<file path="config.mk">
export PLATFORM = sky130hd
export DESIGN_NAME = single_float_add_sub_mul_div_unit
export DESIGN_NICKNAME = d
export VERILOG_FILES = /design/src/rtl/sfadd_pkg.sv /design/src/rtl/single_float_add_sub_mul_div_unit.sv
export SDC_FILE = /design/constraint.sdc
export NUM_CORES = 2
export LEC_CHECK = 0
export BUFFER_PORTS_ARGS = -buffer_cell sky130_fd_sc_hd__buf_2
export CORE_MARGIN = 5
export CORE_UTILIZATION = 33
export CTS_CLUSTER_SIZE = 25
export DETAILED_ROUTE_END_ITERATION = 7
export SYNTH_ARGS = -nofsm -noshare
export SYNTH_HDL_FRONTEND = slang
export SYNTH_SLANG_ARGS = --single-unit
</file>
<file path="constraint.sdc">
create_clock -name clock -period 16.9 [get_ports clock]
set_input_delay 0.845 -clock clock [delete_from_list [all_inputs] [get_ports clock]]
set_output_delay 0.845 -clock clock [all_outputs]
set_load 0.05 [all_outputs]
</file>
<file path="src/rtl/sfadd_pkg.sv">
package sfadd_pkg;

   localparam int Bias = 127;
   localparam int MantW = 24;
   localparam int ExpW = 11;
   localparam int DivSteps = 24;

   typedef enum logic [1:0] {
      ACT_ADD = 2'd0,
      ACT_SUB = 2'd1,
      ACT_MUL = 2'd2,
      ACT_DIV = 2'd3
   } action_type;

   typedef enum logic [1:0] {
      ST_OK   = 2'd0,
      ST_OVF  = 2'd1,
      ST_UNF  = 2'd2,
      ST_DIVZ = 2'd3
   } status_type;

   typedef enum logic [2:0] {
      S_IDLE,
      S_ALIGN,
      S_ADD,
      S_NORM,
      S_MUL,
      S_DIV,
      S_PACK,
      S_DONE
   } state_type;

endpackage

</file>
<file path="src/rtl/single_float_add_sub_mul_div_unit.sv">
// Single-precision add, subtract, multiply and divide with a hidden one on every operand and
// zero as the only special value; results truncate. One word at a time, in these steps:
// - add and subtract align the smaller operand one bit at a time, add, then normalize
//   one bit at a time and pack.
// - multiply multiplies, then normalizes and packs.
// - divide runs a radix-2 restoring divide loop, one quotient bit per step, then normalizes and packs.
// - a zero operand goes straight to the result.
// The result waits in its output register, and the next word is taken once it has been delivered.
module single_float_add_sub_mul_div_unit
   import sfadd_pkg::*;
(
   input  logic        clock,
   input  logic        reset,
   input  logic        req_valid,
   output logic        req_stall,
   input  logic [1:0]  req_action,
   input  logic [31:0] req_operand_a,
   input  logic [31:0] req_operand_b,
   output logic        rsp_valid,
   input  logic        rsp_stall,
   output logic [31:0] rsp_result_bits,
   output logic [1:0]  rsp_status
);

   state_type state_ff, state_in;
   logic        sa_ff, sa_in, sb_ff, sb_in;
   logic signed [ExpW-1:0] ea_ff, ea_in, eb_ff, eb_in;
   logic [MantW-1:0] ma_ff, ma_in, mb_ff, mb_in;
   logic [49:0] acc_ff, acc_in;
   logic [4:0]  cnt_ff, cnt_in;
   logic [31:0] res_ff, res_in;
   logic [1:0]  st_ff, st_in;

   logic za, zb, start;
   logic signed [ExpW-1:0] ea_w, eb_w;
   logic [MantW:0] rem_sub;

   assign start = req_valid && !req_stall;
   assign za = (req_operand_a[30:0] == 31'd0);
   assign zb = (req_operand_b[30:0] == 31'd0);
   assign ea_w = ExpW'($signed({3'b000, req_operand_a[30:23]})) - ExpW'(Bias);
   assign eb_w = ExpW'($signed({3'b000, req_operand_b[30:23]})) - ExpW'(Bias);
   assign rem_sub = acc_ff[49:25] - {1'b0, mb_ff};

   always_comb begin
      state_in = state_ff;
      case (state_ff)
         S_IDLE: if (start) begin
            if (req_action == ACT_ADD || req_action == ACT_SUB) begin
               state_in = (za || zb) ? S_DONE : S_ALIGN;
            end else if (req_action == ACT_MUL) begin
               state_in = (za || zb) ? S_DONE : S_MUL;
            end else begin
               state_in = (za || zb) ? S_DONE : S_DIV;
            end
         end
         S_ALIGN: if (ea_ff == eb_ff || ma_ff == '0) state_in = (ma_ff == '0) ? S_DONE : S_ADD;
         S_ADD:   state_in = S_NORM;
         S_NORM:  if (acc_ff[25:0] == '0) state_in = S_DONE;
                  else if (acc_ff[24:23] == 2'b01) state_in = S_PACK;
         S_MUL:   state_in = S_NORM;
         S_DIV:   if (cnt_ff == 5'd0) state_in = S_NORM;
         S_PACK:  state_in = S_DONE;
         S_DONE:  if (!rsp_stall) state_in = S_IDLE;
         default: state_in = S_IDLE;
      endcase
   end

   always_comb begin
      sa_in = sa_ff; sb_in = sb_ff; ea_in = ea_ff; eb_in = eb_ff;
      ma_in = ma_ff; mb_in = mb_ff; acc_in = acc_ff;
      cnt_in = cnt_ff; res_in = res_ff; st_in = st_ff;
      case (state_ff)
         S_IDLE: if (start) begin
            st_in = ST_OK;
            res_in = 32'd0;
            sa_in = req_operand_a[31];
            sb_in = req_operand_b[31] ^ (req_action == ACT_SUB);
            ma_in = {1'b1, req_operand_a[22:0]};
            mb_in = {1'b1, req_operand_b[22:0]};
            ea_in = ea_w;
            eb_in = eb_w;
            cnt_in = 5'(DivSteps - 1);
            acc_in = {26'd0, 1'b1, req_operand_a[22:0]};
            if (req_action == ACT_ADD || req_action == ACT_SUB) begin
               if (za) res_in = {sb_in, req_operand_b[30:0]};
               else if (zb) res_in = req_operand_a;
               else if (ea_w > eb_w) begin
                  sa_in = sb_in; sb_in = req_operand_a[31];
                  ma_in = {1'b1, req_operand_b[22:0]}; mb_in = {1'b1, req_operand_a[22:0]};
                  ea_in = eb_w; eb_in = ea_w;
               end
            end else if (req_action == ACT_MUL) begin
               sa_in = req_operand_a[31] ^ req_operand_b[31];
               ea_in = ea_w + eb_w;
               if (!za && !zb) begin
                  if (ea_in >= 11'sd128) begin st_in = ST_OVF; end
                  else if (ea_in <= -11'sd127) begin st_in = ST_UNF; end
               end
            end else begin
               sa_in = req_operand_a[31] ^ req_operand_b[31];
               ea_in = ea_w - eb_w;
               if (zb) st_in = ST_DIVZ;
               else if (!za) begin
                  if (ea_in >= 11'sd128) begin st_in = ST_OVF; end
                  else if (ea_in <= -11'sd127) begin st_in = ST_UNF; end
               end
               // remainder in acc[49:25], quotient bits in acc[23:0]
               acc_in = {1'b0, 1'b1, req_operand_a[22:0], 25'd0};
            end
         end
         S_ALIGN: begin
            if (ma_ff == '0) res_in = {sb_ff, eb_ff[7:0] + 8'd127, mb_ff[22:0]};
            else if (ea_ff != eb_ff) begin
               ma_in = ma_ff >> 1;
               ea_in = ea_ff + 11'sd1;
            end
         end
         S_ADD: begin
            acc_in = 50'($signed({2'b00, sa_ff ? -{2'b00, ma_ff} : {2'b00, ma_ff}})
                   + $signed({2'b00, sb_ff ? -{2'b00, mb_ff} : {2'b00, mb_ff}}));
            if (acc_in[25]) begin
               sa_in = 1'b1;
               acc_in = {24'd0, -acc_in[25:0]};
            end else begin
               sa_in = 1'b0;
               acc_in = {24'd0, acc_in[25:0]};
            end
            ea_in = eb_ff;
         end
         S_NORM: begin
            if (acc_ff[25:24] != 2'b00) begin
               acc_in = acc_ff >> 1;
               ea_in = ea_ff + 11'sd1;
            end else if (!acc_ff[23]) begin
               acc_in = {acc_ff[48:0], 1'b0};
               ea_in = ea_ff - 11'sd1;
            end
         end
         S_MUL: begin
            acc_in = 50'(({24'd0, ma_ff} * {24'd0, mb_ff}) >> 23);
            if (st_ff != ST_OK) res_in = 32'd0;
         end
         S_DIV: begin
            if (!rem_sub[MantW]) acc_in = {rem_sub[23:0], 2'b00, acc_ff[23:0]};
            else acc_in = {acc_ff[48:25], 2'b00, acc_ff[23:0]};
            acc_in[23:0] = {acc_ff[22:0], !rem_sub[MantW]};
            cnt_in = cnt_ff - 5'd1;
            if (cnt_ff == 5'd0) acc_in[49:24] = 26'd0;
         end
         S_PACK: begin
            if (st_ff == ST_OK) begin
               if (ea_ff >= 11'sd128) st_in = ST_OVF;
               else if (ea_ff <= -11'sd127) st_in = ST_UNF;
               else res_in = {sa_ff, ea_ff[7:0] + 8'd127, acc_ff[22:0]};
            end
         end
         default: ;
      endcase
   end

   always_ff @(posedge clock) begin
      if (reset) state_ff <= S_IDLE;
      else state_ff <= state_in;
      sa_ff <= sa_in; sb_ff <= sb_in; ea_ff <= ea_in; eb_ff <= eb_in;
      ma_ff <= ma_in; mb_ff <= mb_in; acc_ff <= acc_in;
      cnt_ff <= cnt_in; res_ff <= res_in; st_ff <= st_in;
   end

   assign req_stall = (state_ff != S_IDLE);
   assign rsp_valid = (state_ff == S_DONE);
   assign rsp_result_bits = (st_ff == ST_OK) ? res_ff : 32'd0;
   assign rsp_status = st_ff;

endmodule

</file>
======== Word-level counts from Yosys, hierarchy flattened ========
Index checks and enable logic that the tools add are counted.
cells by class
  reduce and logical (&&, ||, !) cells .... 39
  multipliers ............................. 1
  mux-type cells .......................... 89
  $add $sub $neg .......................... 14
  order comparisons ....................... 7
  equal/unequal tests ..................... 26
  bitwise logic cells ..................... 3
operator list
  kind                   count
  $mux W32               10
  $pmux W50 S5           1
  $mux W50               4
  $mux W23               8
  $mux W11               14
  $pmux W32 S4           1
  $mux W26               4
  $mux W49               2
  $mux W24               3
  $logic_not A31 Y1      2
  $neg A24 Y26           2
  $mul A24 B24 Y48       1
  $pmux W24 S2           1
  $pmux W11 S4           1
  $mux W2                16
  $mux W3                9
  $add A26 B26 Y26       1
  $logic_not A26 Y1      1
  $neg A26 Y26           1
  $sub A25 B24 Y25       1
  $logic_not A24 Y1      1
  $ne A2 B2 Y1 const B   11
  $pmux W3 S7            1
  $ge A10 B9 Y1 const B  2
  other kinds (43)       81
word-level totals
  register bits after elaboration ......... 164
  output and inout bits ................... 36
  input bits .............................. 70

======== Logic depth before layout (Yosys ltp) ========
  depth after elaboration ................. 11
  depth in mapped cells ................... 29
  gate-level depth less buffers ........... 27

======== Worst setup path after synthesis ========
Ideal clock, no wire load.
  path type ............................... reg2reg
  from .................................... register mb_ff[3]
  to ...................................... register acc_ff[22], data pin
  path buffers ............................ 2
  stages on the path, launching flop included .. 28
  setup time .............................. 0.276 ns
  clock period less this slack ............ 7.318 ns
  data arrival time ....................... 7.043 ns
  slack ................................... 9.582 ns
  required time ........................... 16.624 ns
  cell sequence ........................... edfxtp_1 > clkbuf_1 > buf_1 > nand2_1 > fa_1 > inv_1 > fa_1 > inv_1 > fa_1 > fa_1 > inv_1 > fa_1 > fa_1 > inv_1 > fa_1 > inv_1 > ha_1 > a21o_1 > a211oi_1 > o21ai_0 > o21a_1 > a221o_1 > a31oi_1 > a21oi_1 > a21oi_1 > o21bai_1 > xnor2_1 > o211ai_1
between the ends
  cells in the longest elaborated chain, start to end .. 6
RTL lines
  what                      line                                      text
  start: declaration        single_float_add_sub_mul_div_unit.sv:28   logic [MantW-1:0] ma_ff, ma_in, mb_ff, mb_in;
  start signal: assignment  single_float_add_sub_mul_div_unit.sv:166  ma_ff <= ma_in; mb_ff <= mb_in; acc_ff <= acc_in;
  $neg A24 Y26              single_float_add_sub_mul_div_unit.sv:121  + $signed({2'b00, sb_ff ? -{2'b00, mb_ff} : {2'b00, mb_ff}}));
  $mux W26                  single_float_add_sub_mul_div_unit.sv:121
  $add A26 B26 Y26          single_float_add_sub_mul_div_unit.sv:121
  $neg A26 Y26              single_float_add_sub_mul_div_unit.sv:124  acc_in = {24'd0, -acc_in[25:0]};
  $mux W26                  single_float_add_sub_mul_div_unit.sv:122  if (acc_in[25]) begin
  $pmux W50 S5 (*)          single_float_add_sub_mul_div_unit.sv:73   case (state_ff)
  named net acc_in[22]      single_float_add_sub_mul_div_unit.sv:29   logic [49:0] acc_ff, acc_in;
  end signal: assignment    single_float_add_sub_mul_div_unit.sv:166
  end: declaration          single_float_add_sub_mul_div_unit.sv:29
Mark *: on every way through the listed nets, which the timed path passes. The rest lies on a longest branch.
A chain may end at the register's enable or synchronous reset.

======== Worst setup path after layout ========
  from .................................... register ma_ff[23]
  to ...................................... register acc_ff[22], data pin
between the ends
  cells in the longest elaborated chain, start to end .. 5
RTL lines
  what                      line                                      text
  start: declaration        single_float_add_sub_mul_div_unit.sv:28
  start signal: assignment  single_float_add_sub_mul_div_unit.sv:166
  $neg A24 Y26              single_float_add_sub_mul_div_unit.sv:120  acc_in = 50'($signed({2'b00, sa_ff ? -{2'b00, ma_ff} : {2'b00, ma_ff}})
  $mux W26                  single_float_add_sub_mul_div_unit.sv:120
  $add A26 B26 Y26          single_float_add_sub_mul_div_unit.sv:121
  $mux W26                  single_float_add_sub_mul_div_unit.sv:122
  $pmux W50 S5 (*)          single_float_add_sub_mul_div_unit.sv:73
  named net acc_in[22]      single_float_add_sub_mul_div_unit.sv:29
Marked as above.

==> qor.txt <==
GLOBAL ROUTE
--------------------------------------------------------------------------------------------------
Pin count of the biggest net entering global routing                                            83
Number of global-route vias before repair                                                   28,209
Number of antenna violations at the first check in global routing                                5
Grt peak-use layer                                                                            met2
Global-route wire length before repair                                                      174 mm
Met3 layer usage reported by global route                                                   0.0436
Met1 routing resource usage after global routing                                             0.276
All-Layer GR Usage                                                                           0.211
Met2 Resource Use GR                                                                         0.345
Overall overflow remaining after global route                                                    0

FLOORPLAN
--------------------------------------------------------------------------------------------------
Top-level port count                                                                           106
Floorplan die width                                                                         327 um
Starting utilization of the core area                                                        0.332
Number of rows created at floorplan                                                            116
Std-Cell Core Area                                                                     100,000 um2
Die area                                                                               107,000 um2
Floorplan die height                                                                        327 um

WORST SETUP PATH
--------------------------------------------------------------------------------------------------
WS Path Type                                                                               reg2reg
Critical path required time                                                               17.09 ns
Crit Path Max Fanout                                                                            15
Buffers & Inverters on Critical Path                                                             5
Nature of the critical path startpoint                                                    register
Critical path's top delay family                                                       adder cells
CP max stage cell                                                                          a31oi_1
WP data arrival                                                                            9.12 ns
CP max stage delay                                                                         0.67 ns
Dominant cell type by count on the critical path                                              fa_1
Crit. End Element                                                                         register

CLOCK NETWORK
--------------------------------------------------------------------------------------------------
CTS-repair resized insts                                                                         0
Clock Sink Count                                                                               161
Depth of the CTS H-tree                                                                          4
Number of buffers on the longest clock path                                                      2
Clock insertion delay at the later pin of the skew report                                  0.48 ns
Clock root cell                                                                          clkbuf_16
Clock transition time at the flip-flop clock pins of the worst setup and hold paths        0.07 ns
Post-CTS setup repair buffer count                                                               0
TritonCTS clock tree                                                                         built
Count of hold buffers inserted by post-cts repair                                                0
CTS Buf Count                                                                                   17

YOSYS
--------------------------------------------------------------------------------------------------
Number of warnings reported in the yosys synthesis log                                           0
Flop and latch count out of synthesis                                                          161
Synth top area share                                                                         0.293
Sequential element share of the synthesized area                                             0.145
Post-synth ARST share                                                                            0
Net count after synthesis                                                                    4,636
Post-Syn Area per Cell                                                                    8.65 um2
Top_reg_cell synth                                                                        edfxtp_1
Biggest area consumer among synthesized cells                                                 fa_1
Largest cells by area after synthesis                                                 fa_1 29%, edfxtp_1 14%, ha_1 9.4%
Distinct cells, synth                                                                           88
Cell count after synthesis                                                                   3,833
Number of enable flip-flop cells after synthesis                                               158
Post-synth design cell area                                                             33,200 um2

TIMING
--------------------------------------------------------------------------------------------------
Setup repair after global routing missed its margin                                             no
Worst clock skew                                                                         0.0213 ns
Final Max Tran Viols                                                                             0
Final number of hold-violating endpoints                                                         0
Minimum period implied by the final worst setup slack                                      8.93 ns
Tightest slew margin relative to the limit                                                   0.282
Final worst path period share                                                                0.528
F_max                                                                                    0.112 GHz
Slew at the pin with the worst max-slew slack                                              1.07 ns
# setup viols final                                                                              0
Setup TNS                                                                                     0 ns

STATUS
--------------------------------------------------------------------------------------------------
Violated checks                                                                       design-rule violations
Run status                                                                            finished with violations

ROUTE
--------------------------------------------------------------------------------------------------
DRT antenna net count                                                                            0
Wirelength per Cell                                                                        22.4 um
Routed via count divided by cell count                                                        5.45
Initial detailed-routing violation count                                                     2,629
Wirelength, routed                                                                          115 mm
DR pass1 iterations                                                                              8
Residual DRC                                                                                     4
Total vias in the final route                                                               27,879

LAYOUT
--------------------------------------------------------------------------------------------------
Commonest cells after routing, fill and taps aside                                    645 x inv_1, 485 x fa_1, 452 x nand2_1, 248 x ha_1, 216 x nor2_1
Most common cell after layout, fill and taps aside                                           inv_1
Core utilization of the finished layout                                                      0.357
Net count, final                                                                             4,604
Area Growth Syn to Fin                                                                       7.53%
Number of inserted filler cells in the final layout                                         10,367
Layout cells sized above 1                                                                  0.0752

FLOW RUN
--------------------------------------------------------------------------------------------------
Max-cap violations                                                                               0

PLACEMENT
--------------------------------------------------------------------------------------------------
Final HPWL DP                                                                              87.8 mm
Port Buffer Count                                                                              105
Final weighted congestion in routability-driven placement                                    0.956

WORST HOLD PATH
--------------------------------------------------------------------------------------------------
Path category of the worst min-delay check                                                  in2reg

[layer usage]
layer | vias up | part of all wire
li1 | 12419 | -
met2 | 1281 | 0.46
met3 | 264 | 0.088
met1 | 13913 | 0.41
met5 | - | 0.000087
met4 | 2 | 0.045
[per-stage QoR]
step / setup slack (ns) / cell area [um2] / hold WS (ns) / instances
after floorplan: 9.58 / 33200 / 0.545 / 3833
after global placement: 8.21 / 35100 / 0.570 / 5080
after detailed placement: 8.12 / 35100 / 0.573 / 5080
after CTS: 8.10 / 35700 / 0.567 / 5112
after global routing: 7.58 / 35700 / 0.572 / 5112
final: 7.97 / 35700 / 0.576 / 5116
[cell families (layout without fill, tap and decap cells)]
family,after synthesis,count (layout),synth area share
AO/OA/AOI/OAI,663,663,0.132
other,0,4,0
buffers and inverters,884,865,0.100
AND/OR/NAND/NOR,1117,1117,0.160
adder cells (fa/ha/maj),733,733,0.386
XOR/XNOR,187,187,0.0494
multiplexers,88,88,0.0277
flip-flops,161,161,0.145
[Yosys cell counts, drive strengths merged, types with 8 or more instances]
cell,instances
a22oi,64
ha,248
nand4,22
and3,18
nand2,452
or3,16
buf,33
o31ai,14
o41ai,10
a222oi,23
mux2,27
or2,8
a211oi,23
o221ai,16
clkbuf,193
xnor2,127
nor2,221
and2,207
o21a,18
clkinv,8
inv,650
mux2i,61
xor2,60
a31oi,19
nor4,28
o21ai,166
o211ai,20
a21o,36
nor2b,13
nand3,44
nor3,43
a21oi,169
nand2b,13
edfxtp,158
fa,485
o21bai,15
[worst paths after layout]
path                            slack (ns)           to  startpoint  depth (start not counted)
worst min register to register        0.59    ma_ff[17]   ma_ff[18]                          2
worst min-delay path                  0.58  state_ff[0]       reset                          2
worst max register to register        7.97   acc_ff[22]   ma_ff[23]                         25
worst max-delay path                  7.97   acc_ff[22]   ma_ff[23]                         25
[flip-flops by register name, summed over array words and instances (netlist names), 3 cells and up]
signal    cells
res_ff       32
ea_ff        11
state_ff      3
eb_ff         9
mb_ff        23
cnt_ff        5
ma_ff        24
acc_ff       50
[cell type report]
cell class	count	area [um2]	share of cell area
Multi-Input combinational cell	2788	25100	0.704
Sequential cell	161	4800	0.135
Timing Repair Buffer	175	1050	0.0295
Clock buffer	17	425	0.0119
Antenna cell	4	10.0	0.000281
Tap cell	1298	1620	0.0455
Inverter	658	2470	0.0692
Clock inverter	15	169	0.00474
Power is not shown: default switching activity piles up to over one toggle a cycle in this logic, so the estimate is an artifact.
